$ cat src/rtl/bbst_pkg.sv
package bbst_pkg;

  // request codes
  typedef enum logic [1:0] {
    ACT_START  = 2'd0,
    ACT_MAP    = 2'd1,
    ACT_BUILD  = 2'd2,
    ACT_XLATE  = 2'd3
  } bbst_action_e;

  // result status codes
  typedef enum logic [2:0] {
    ST_OK       = 3'd0,
    ST_NO_MAP   = 3'd1,
    ST_BAD_COPY = 3'd2,
    ST_RANGE    = 3'd3,
    ST_REJECT   = 3'd4
  } bbst_status_e;

  typedef struct packed {
    bbst_action_e action;
    logic [7:0]   data_byte;
    logic         last_byte;
    logic [1:0]   copy_select;
    logic [8:0]   page_offset;
  } bbst_req_t;

  typedef struct packed {
    bbst_status_e status;
    logic [8:0]   nand_page;
    logic [2:0]   valid_count;
    logic [1:0]   chosen_copy;
  } bbst_rsp_t;

  localparam logic [63:0] MAP_SIG   = 64'h26f2_9a40_1ee6_84cf;
  localparam logic [7:0]  GOOD_MARK = 8'h00;
  localparam int          BLK_W     = 6;   // block numbers 0..63
  localparam int          BLK_N     = 64;
  localparam int          HDR_BYTES = 12;  // signature and generation
  localparam int          GEN_FIRST = 8;

  // signature byte j, most significant first
  function automatic logic [7:0] sig_byte(input logic [2:0] j);
    return MAP_SIG[{~j, 3'b000} +: 8];
  endfunction

endpackage

$ cat src/rtl/boot_blockmap_select_translate_unit.sv
// Boot-region block map selector and page translator.
// Start and non-final map-byte requests finish in the accepting cycle, no result.
// Final map byte: S_EVAL reads one page-buffer word per cycle, then S_DECIDE gives the result.
// Build: one block per cycle in S_BUILD with a map and valid copy, else none; translate: S_XL1 to S_XL3.
// busy falls with the result strobe; results are never stalled.
// Reset (rst_ni low, asynchronous) clears control state; page buffer content undefined.
module boot_blockmap_select_translate_unit #(
  parameter int PAGES_PER_BLOCK = 64,
  parameter int FIRST_BLOCK     = 1,
  parameter int LAST_BLOCK      = 7,
  parameter int MAP_BYTES       = 76
) (
  input  logic                clk_i,
  input  logic                rst_ni,
  input  logic                start,
  output logic                busy,
  input  bbst_pkg::bbst_req_t req_i,
  output logic                done_o,
  output bbst_pkg::bbst_rsp_t rsp_o
);

  localparam int AW     = $clog2(MAP_BYTES);
  localparam int CW     = AW + 1;
  localparam int NBLK   = (LAST_BLOCK >= FIRST_BLOCK) ? (LAST_BLOCK - FIRST_BLOCK + 1) : 0;
  localparam int LDEPTH = (NBLK > 1) ? NBLK : 2;
  localparam int LW     = $clog2(LDEPTH);
  localparam int BW     = bbst_pkg::BLK_W;
  localparam int LENW   = BW + 1;
  // offset / PAGES_PER_BLOCK by reciprocal; exact for 9-bit offsets and divisors up to 1024
  localparam int RSH    = 20;
  localparam int RECIP  = (2**RSH + PAGES_PER_BLOCK - 1) / PAGES_PER_BLOCK;
  localparam int PW     = 30;

  typedef enum logic [6:0] {
    S_IDLE   = 7'b000_0001,
    S_EVAL   = 7'b000_0010,
    S_DECIDE = 7'b000_0100,
    S_BUILD  = 7'b000_1000,
    S_XL1    = 7'b001_0000,
    S_XL2    = 7'b010_0000,
    S_XL3    = 7'b100_0000
  } state_e;

  state_e              state_q;
  logic                accept;

  // candidate write pointer: copy lane and byte within copy; lane 3 means page full
  logic [1:0]          wr_cp_q;
  logic [AW-1:0]       wr_ix_q;

  // evaluation sweep
  logic [CW-1:0]       cnt_q;
  logic [CW-1:0]       ev_j;
  logic                sig0_q, sig1_q, eq01_q, eq02_q, eq12_q;
  logic [31:0]         gen0_q, gen1_q;
  logic [bbst_pkg::BLK_N-1:0] good0_q, good1_q;
  logic [7:0]          b0, b1, b2;
  logic                pick0, pick1;
  logic [31:0]         pick_gen;

  // kept map
  logic [31:0]         kept_gen_q;
  logic                map_found_q;
  logic [bbst_pkg::BLK_N-1:0] good_q;

  // list build
  logic [LENW-1:0]     len_q;
  logic                desc_q;
  logic [BW-1:0]       bcnt_q;
  logic [BW-1:0]       blk_cur;
  logic                blk_ok;

  // translate
  logic [8:0]          off_q, q_q, sub_q;
  logic                hit_q;
  logic [PW-1:0]       recip_prod;
  logic [19:0]         back_prod;
  logic [16:0]         page_prod;
  logic                xl_hit;

  logic                done_q;
  bbst_pkg::bbst_rsp_t rsp_q;

  logic [23:0]         pb_rdata;
  logic                pb_we, pb_re;
  logic [BW-1:0]       lr_rdata;
  logic                lr_we, lr_re;

  assign busy   = (state_q != S_IDLE);
  assign accept = start && !busy;

  // ---------------------------------------------------------------------------
  // memories
  // ---------------------------------------------------------------------------
  assign pb_we = accept && (req_i.action == bbst_pkg::ACT_MAP) && (wr_cp_q != 2'd3);
  assign pb_re = (state_q == S_EVAL) && (cnt_q < CW'(MAP_BYTES));

  bbst_page_buf #(
    .MAP_BYTES(MAP_BYTES),
    .AW       (AW)
  ) u_page_buf (
    .clk_i  (clk_i),
    .we_i   (pb_we),
    .lane_i (wr_cp_q),
    .waddr_i(wr_ix_q),
    .wdata_i(req_i.data_byte),
    .re_i   (pb_re),
    .raddr_i(cnt_q[AW-1:0]),
    .rdata_o(pb_rdata)
  );

  assign blk_cur = desc_q ? (BW'(LAST_BLOCK) - bcnt_q) : (BW'(FIRST_BLOCK) + bcnt_q);
  assign blk_ok  = good_q[blk_cur];
  assign lr_we   = (state_q == S_BUILD) && blk_ok;
  assign xl_hit  = (q_q < 9'(len_q));
  assign lr_re   = (state_q == S_XL2) && xl_hit;

  bbst_list_ram #(
    .DEPTH(LDEPTH),
    .LW   (LW)
  ) u_list_ram (
    .clk_i  (clk_i),
    .we_i   (lr_we),
    .waddr_i(len_q[LW-1:0]),
    .wdata_i(blk_cur),
    .re_i   (lr_re),
    .raddr_i(q_q[LW-1:0]),
    .rdata_o(lr_rdata)
  );

  // ---------------------------------------------------------------------------
  // datapath helpers
  // ---------------------------------------------------------------------------
  assign ev_j = cnt_q - CW'(1);
  assign b0   = pb_rdata[7:0];
  assign b1   = pb_rdata[15:8];
  assign b2   = pb_rdata[23:16];

  // first signed copy that matches another; copy 2 can never win on its own
  assign pick0    = sig0_q && (eq01_q || eq02_q);
  assign pick1    = sig1_q && eq12_q;
  assign pick_gen = pick0 ? gen0_q : gen1_q;

  assign recip_prod = PW'(off_q) * PW'(RECIP);
  assign back_prod  = 20'(q_q) * 20'(PAGES_PER_BLOCK);
  assign page_prod  = 17'(lr_rdata) * 17'(PAGES_PER_BLOCK);

  // ---------------------------------------------------------------------------
  // control
  // ---------------------------------------------------------------------------
  always_ff @(posedge clk_i or negedge rst_ni) begin
    if (!rst_ni) begin
      state_q     <= S_IDLE;
      wr_cp_q     <= 2'd0;
      wr_ix_q     <= '0;
      cnt_q       <= '0;
      bcnt_q      <= '0;
      kept_gen_q  <= '0;
      map_found_q <= 1'b0;
      good_q      <= '0;
      len_q       <= '0;
      done_q      <= 1'b0;
    end else begin
      done_q <= 1'b0;
      case (state_q)
        S_IDLE: begin
          if (accept) begin
            case (req_i.action)
              bbst_pkg::ACT_START: begin
                map_found_q <= 1'b0;
                kept_gen_q  <= '0;
                good_q      <= '0;
                len_q       <= '0;
                wr_cp_q     <= 2'd0;
                wr_ix_q     <= '0;
              end
              bbst_pkg::ACT_MAP: begin
                if (req_i.last_byte) begin
                  wr_cp_q <= 2'd0;
                  wr_ix_q <= '0;
                  cnt_q   <= '0;
                  state_q <= S_EVAL;
                end else if (wr_cp_q != 2'd3) begin
                  if (wr_ix_q == AW'(MAP_BYTES - 1)) begin
                    wr_ix_q <= '0;
                    wr_cp_q <= wr_cp_q + 2'd1;
                  end else begin
                    wr_ix_q <= wr_ix_q + AW'(1);
                  end
                end
              end
              bbst_pkg::ACT_BUILD: begin
                len_q  <= '0;
                bcnt_q <= '0;
                if (!map_found_q || req_i.copy_select > 2'd1 || NBLK == 0) begin
                  done_q <= 1'b1;
                end else begin
                  state_q <= S_BUILD;
                end
              end
              bbst_pkg::ACT_XLATE: begin
                state_q <= S_XL1;
              end
              default: ;
            endcase
          end
        end
        S_EVAL: begin
          cnt_q <= cnt_q + CW'(1);
          if (cnt_q == CW'(MAP_BYTES)) begin
            state_q <= S_DECIDE;
          end
        end
        S_DECIDE: begin
          if ((pick0 || pick1) && pick_gen >= kept_gen_q) begin
            kept_gen_q  <= pick_gen;
            map_found_q <= 1'b1;
            good_q      <= pick0 ? good0_q : good1_q;
          end
          done_q  <= 1'b1;
          state_q <= S_IDLE;
        end
        S_BUILD: begin
          if (blk_ok) begin
            len_q <= len_q + LENW'(1);
          end
          bcnt_q <= bcnt_q + BW'(1);
          if (bcnt_q == BW'(NBLK - 1)) begin
            done_q  <= 1'b1;
            state_q <= S_IDLE;
          end
        end
        S_XL1: begin
          state_q <= S_XL2;
        end
        S_XL2: begin
          state_q <= S_XL3;
        end
        S_XL3: begin
          done_q  <= 1'b1;
          state_q <= S_IDLE;
        end
        default: begin
          state_q <= S_IDLE;
        end
      endcase
    end
  end

  // ---------------------------------------------------------------------------
  // payload: sweep accumulators, translate pipeline, result register
  // ---------------------------------------------------------------------------
  always_ff @(posedge clk_i) begin
    case (state_q)
      S_IDLE: begin
        desc_q <= (req_i.copy_select == 2'd1);
        off_q  <= req_i.page_offset;
        // pristine flags for a new sweep
        sig0_q  <= 1'b1;
        sig1_q  <= 1'b1;
        eq01_q  <= 1'b1;
        eq02_q  <= 1'b1;
        eq12_q  <= 1'b1;
        good0_q <= '0;
        good1_q <= '0;
        if (accept) begin
          rsp_q.nand_page   <= '0;
          rsp_q.chosen_copy <= 2'd0;
          rsp_q.valid_count <= 3'd0;
          if (!map_found_q) begin
            rsp_q.status <= bbst_pkg::ST_NO_MAP;
          end else if (req_i.copy_select > 2'd1) begin
            rsp_q.status <= bbst_pkg::ST_BAD_COPY;
          end else begin
            rsp_q.status <= bbst_pkg::ST_OK;
          end
        end
      end
      S_EVAL: begin
        // read data of word ev_j arrives in the cycle after its address
        if (cnt_q != '0) begin
          if (ev_j < CW'(bbst_pkg::GEN_FIRST)) begin
            sig0_q <= sig0_q && (b0 == bbst_pkg::sig_byte(ev_j[2:0]));
            sig1_q <= sig1_q && (b1 == bbst_pkg::sig_byte(ev_j[2:0]));
          end else if (ev_j < CW'(bbst_pkg::HDR_BYTES)) begin
            gen0_q <= {gen0_q[23:0], b0};
            gen1_q <= {gen1_q[23:0], b1};
          end else if (ev_j < CW'(bbst_pkg::HDR_BYTES + bbst_pkg::BLK_N)) begin
            good0_q[BW'(ev_j - CW'(bbst_pkg::HDR_BYTES))] <= (b0 == bbst_pkg::GOOD_MARK);
            good1_q[BW'(ev_j - CW'(bbst_pkg::HDR_BYTES))] <= (b1 == bbst_pkg::GOOD_MARK);
          end
          eq01_q <= eq01_q && (b0 == b1);
          eq02_q <= eq02_q && (b0 == b2);
          eq12_q <= eq12_q && (b1 == b2);
        end
      end
      S_DECIDE: begin
        rsp_q.nand_page   <= '0;
        rsp_q.valid_count <= len_q[2:0];
        rsp_q.chosen_copy <= (pick0 || !pick1) ? 2'd0 : 2'd1;
        if ((pick0 || pick1) && pick_gen >= kept_gen_q) begin
          rsp_q.status <= bbst_pkg::ST_OK;
        end else begin
          rsp_q.status <= bbst_pkg::ST_REJECT;
        end
      end
      S_BUILD: begin
        rsp_q.status      <= bbst_pkg::ST_OK;
        rsp_q.nand_page   <= '0;
        rsp_q.chosen_copy <= 2'd0;
        rsp_q.valid_count <= blk_ok ? (len_q[2:0] + 3'd1) : len_q[2:0];
      end
      S_XL1: begin
        q_q <= recip_prod[RSH +: 9];
      end
      S_XL2: begin
        sub_q <= off_q - back_prod[8:0];
        hit_q <= xl_hit;
      end
      S_XL3: begin
        rsp_q.valid_count <= len_q[2:0];
        rsp_q.chosen_copy <= 2'd0;
        if (hit_q) begin
          rsp_q.status    <= bbst_pkg::ST_OK;
          rsp_q.nand_page <= page_prod[8:0] + sub_q;
        end else begin
          rsp_q.status    <= bbst_pkg::ST_RANGE;
          rsp_q.nand_page <= '0;
        end
      end
      default: ;
    endcase
  end

  assign done_o = done_q;
  assign rsp_o  = rsp_q;

endmodule

$ cat src/rtl/bbst_page_buf.sv
// candidate page store: word j holds byte j of all three map copies
module bbst_page_buf #(
  parameter int MAP_BYTES = 76,
  parameter int AW        = $clog2(MAP_BYTES)
) (
  input  logic          clk_i,
  input  logic          we_i,
  input  logic [1:0]    lane_i,
  input  logic [AW-1:0] waddr_i,
  input  logic [7:0]    wdata_i,
  input  logic          re_i,
  input  logic [AW-1:0] raddr_i,
  output logic [23:0]   rdata_o
);

  logic [23:0] mem_q [MAP_BYTES];
  logic [23:0] rdata_q;

  always_ff @(posedge clk_i) begin
    if (we_i) begin
      case (lane_i)
        2'd0:    mem_q[waddr_i][7:0]   <= wdata_i;
        2'd1:    mem_q[waddr_i][15:8]  <= wdata_i;
        2'd2:    mem_q[waddr_i][23:16] <= wdata_i;
        default: ;
      endcase
    end
    if (re_i) begin
      rdata_q <= mem_q[raddr_i];
    end
  end

  assign rdata_o = rdata_q;

endmodule

$ cat src/rtl/bbst_list_ram.sv
// ordered good-block list
module bbst_list_ram #(
  parameter int DEPTH = 7,
  parameter int LW    = $clog2(DEPTH)
) (
  input  logic                       clk_i,
  input  logic                       we_i,
  input  logic [LW-1:0]              waddr_i,
  input  logic [bbst_pkg::BLK_W-1:0] wdata_i,
  input  logic                       re_i,
  input  logic [LW-1:0]              raddr_i,
  output logic [bbst_pkg::BLK_W-1:0] rdata_o
);

  logic [bbst_pkg::BLK_W-1:0] mem_q [DEPTH];
  logic [bbst_pkg::BLK_W-1:0] rdata_q;

  always_ff @(posedge clk_i) begin
    if (we_i) begin
      mem_q[waddr_i] <= wdata_i;
    end
    if (re_i) begin
      rdata_q <= mem_q[raddr_i];
    end
  end

  assign rdata_o = rdata_q;

endmodule
$ cat config.mk
export PLATFORM = sky130hd
export DESIGN_NAME = boot_blockmap_select_translate_unit
export DESIGN_NICKNAME = d
export VERILOG_FILES = /design/src/rtl/bbst_pkg.sv /design/src/rtl/boot_blockmap_select_translate_unit.sv /design/src/rtl/bbst_page_buf.sv /design/src/rtl/bbst_list_ram.sv
export SDC_FILE = /design/constraint.sdc
export NUM_CORES = 2
export LEC_CHECK = 0
export BUFFER_PORTS_ARGS = -buffer_cell sky130_fd_sc_hd__buf_4
export CORE_ASPECT_RATIO = 0.75
export CORE_MARGIN = 1
export CORE_UTILIZATION = 40
export DETAILED_ROUTE_END_ITERATION = 7
export HOLD_SLACK_MARGIN = 0.08
export PLACE_DENSITY = 0.62
export SLEW_MARGIN = 10
export SYNTH_ARGS = -nofsm -noshare
export SYNTH_HDL_FRONTEND = slang
export SYNTH_SLANG_ARGS = --single-unit
$ cat constraint.sdc
create_clock -name clk_i -period 32.6 [get_ports clk_i]
set_clock_uncertainty 0.05 [all_clocks]
set_input_delay 9.78 -clock clk_i [delete_from_list [all_inputs] [get_ports clk_i]]
set_output_delay 9.78 -clock clk_i [all_outputs]
set_load 0.005 [all_outputs]
==> metrics.txt <==
status finished, final reports clean; Fin Setup TNS 0 ns; slew margin rel. between 10% and 20%; final wirelength 235100 um; min setup slack post-route 20.22 ns; FMAX around 81 MHz; register bit count reported by yosys around 2.2k; # DRC 0; fraction of layout cells with a size suffix above 1 22.58%; Reg2Reg Capture Point u_page_buf.rdata_o[14]; CP required 33.25 ns; DP Worst Slack 19.44 ns; Final setup viols 0; largest net degree at the start of global routing ~130; HPWL after DPL ~150000 um; period utilization a little under two fifths; Worst Hold Margin 0.3727 ns; crit path DAT 13.03 ns; Seq/Total Area, Yosys 72.88%; top-count cell post-synth edfxtp_1; worst-path fanout max between 50 and 60; dominant cell type by area after synthesis edfxtp_1; RSZ-0062 raised after global routing false; Slew Viols, Final 0; hold_buf cts 0; die width about 550 um; Leakage about 0.033 uW; initial core utilization roughly two fifths; io pins 44; r2r worst-path depth 7; TritonCTS clock tree yes; first-pass GRT wire length 341300 um; Net Count, Synth 4956; Synthesis Warnings 0; cts repair resizes 0; CP Launch Point start; worst min-delay path class reg -> reg; # rows around 150; crit-path cells buf_4, nor2b_1, nand2_1, o21ai_0, o211a_4, buf_4, mux2_2; pwr dens about 55 nW/um2; Maximum Capacitance Violations 0; grt ovf 0; CP Class in -> reg; TritonRoute pass-1 iters 6; Synth area leaders edfxtp_1 69%, mux4_2 15%, dfrtp_1 3.7%; Top cell by count, worst path buf_4; initial antenna violation count 8; asr flop ratio synth 6.019%; overall fraction of global-route tracks in use 20.28%; Worst Setup EP good_q[0]; TritonCTS buffer count 205; Max stage delay on crit path approximately 0.7 ns; min cycle time layout ~12 ns; most used standard cells in the synthesized netlist 2108 x edfxtp_1, 593 x mux4_2, 503 x nand2_1, 269 x nor2_1, 178 x clkbuf_1; die area between 200000 and 250000 um2; final net count ~5.0k; Sink Count around 2.2k; Post-DP Area approximately 95000 um2; GP Congestion about 0.85; # placed instances 7676; Final ANT Viol Nets 0; port bufs 42; Core Region between 200000 and 250000 um2; setup slack, reg-to-reg approximately 27 ns; via count of the first global-routing pass about 46k; Least-Margin Pin Slew 1.294 ns; setup bufs post-CTS 0; Post-Syn Area per Cell ~19 um2; wire length per cell slightly below 30 um; Synth top area share 69.19%; CTS HTree Levels 4; initial drt markers approximately 6.2k; CTS root buffer clkbuf_16; Skew-Pair Late Insertion Delay approximately 0.85 ns; cell area after synthesis between 90000 and 100000 um2; worst r2r src cnt_q[1]; vias per std cell between 5 and 6; CTS clk-pin slew, worst paths 0.06 ns; Max VDD drop roughly 51 uV; Worst setup SP type input port; CP max stage cell buf_4; Cells after Synth roughly 5k; clk buf depth 4; Synth-to-Final Area Change 11.26%; final hold vios 0; Main synth FF type edfxtp_1; routed via count between 40k and 50k; crit end category flop; final non-filler cell total about 8.1k; Design Area, Final 101800 um2; EDFF count, synth between 2k and 2.5k; post-synth cell types 70; Hold Startpoint off_q[0]; die height around 420 um
placed cells by master, fill, tap and decap left out, types with 8 or more instances in the layout:
master,count
a21o_1,21
a21oi_1,90
and2_1,14
and3_1,10
buf_4,99
bufinv_16,19
clkbuf_1,28
clkbuf_16,210
clkbuf_8,16
clkinv_1,38
clkinv_2,35
clkinvlp_4,20
dfrtp_1,128
diode_2,10
edfxtp_1,2108
ha_1,53
inv_1,56
mux2_2,86
mux2i_1,164
mux4_2,593
nand2_1,501
nand2b_1,17
nand3_1,81
nand4_1,16
nor2_1,268
nor2b_1,8
nor3_1,53
nor4_1,24
o21ai_0,101
o41ai_1,9
or3_1,10
xnor2_1,23
xor2_1,25
metrics by stage:
| stage | total power (uW) | util (%) |
|---|---|---|
| after floorplan | 3205 | - |
| after global placement | 3261 | 41.98 |
| after detailed placement | 3262 | 41.98 |
| after CTS | 5648 | 44.92 |
| after global routing | 5761 | 44.92 |
| final | 5619 | 44.94 |
per-layer routing:
metal  track usage [%]  part of all wire (%)  vias up
li1                  -                     -    19520
met1             31.96                    45    24940
met2             27.98                    42     2669
met3             5.267                    11      273
met4             4.296                   2.0        4
met5            0.4358                 0.059        -
cell type report:
class	count	area, um2
well taps	2983	3732
flip-flops and latches	2243	66700
multi-input cells	2281	23510
clock buffers	246	5470
clock inverters	128	1205
fillers	18920	124700
diodes	10	25.02
inverters	58	225.2
repair buffers	111	924.6
report_power, final:
group	internal [uW]	total, uW	switching (uW)
combinational	4.17	55.7	51.6
clock	1350	2420	1070
sequential	3140	3140	0
kinds of logic (layout without fill, tap and decap cells):
family | after synthesis | count (layout) | share of synthesized area [%]
buf+inv | 352 | 543 | 1.573
compound gates | 277 | 277 | 1.811
simple gates | 1047 | 1047 | 4.926
flops | 2243 | 2243 | 72.88
xor+xnor | 51 | 51 | 0.4964
fa+ha+maj | 55 | 55 | 0.7686
other cells | 1 | 11 | 0.004099
mux | 850 | 850 | 17.54
flip-flops by register name, indices dropped and copies added, names as in the netlist, 2 cells and up:
signal / flops
gen0_q: 32
cnt_q: 8
off_q: 9
q_q: 3
state_q: 7
good1_q: 64
good0_q: 64
kept_gen_q: 32
len_q: 7
rsp_o: 16
sub_q: 9
bcnt_q: 6
u_page_buf.mem_q: 1824
u_list_ram.rdata_o: 3
good_q: 64
u_page_buf.rdata_o: 24
gen1_q: 32
wr_cp_q: 2
u_list_ram.mem_q: 21
wr_ix_q: 7
how the worst min path moves through the flow:
| stage | to | slack [ns] | cells after the start |
|---|---|---|---|
| floorplan | sub_q[0] | 0.35 | 0 |
| global route | sub_q[1] | 0.38 | 0 |
| finish | sub_q[0] | 0.37 | 0 |
| global placement | sub_q[4] | 0.35 | 0 |
| detailed placement | sub_q[0] | 0.36 | 0 |
| CTS | sub_q[0] | 0.38 | 0 |
critical path, delay by kind of cell:
| kind | cells | cell delay [ns] |
|---|---|---|
| compound gates | 2 | 1.30 |
| buf+inv | 2 | 0.83 |
| mux | 1 | 0.42 |
| simple gates | 2 | 0.62 |
No activity file was read; power rests on OpenSTA's default activity.
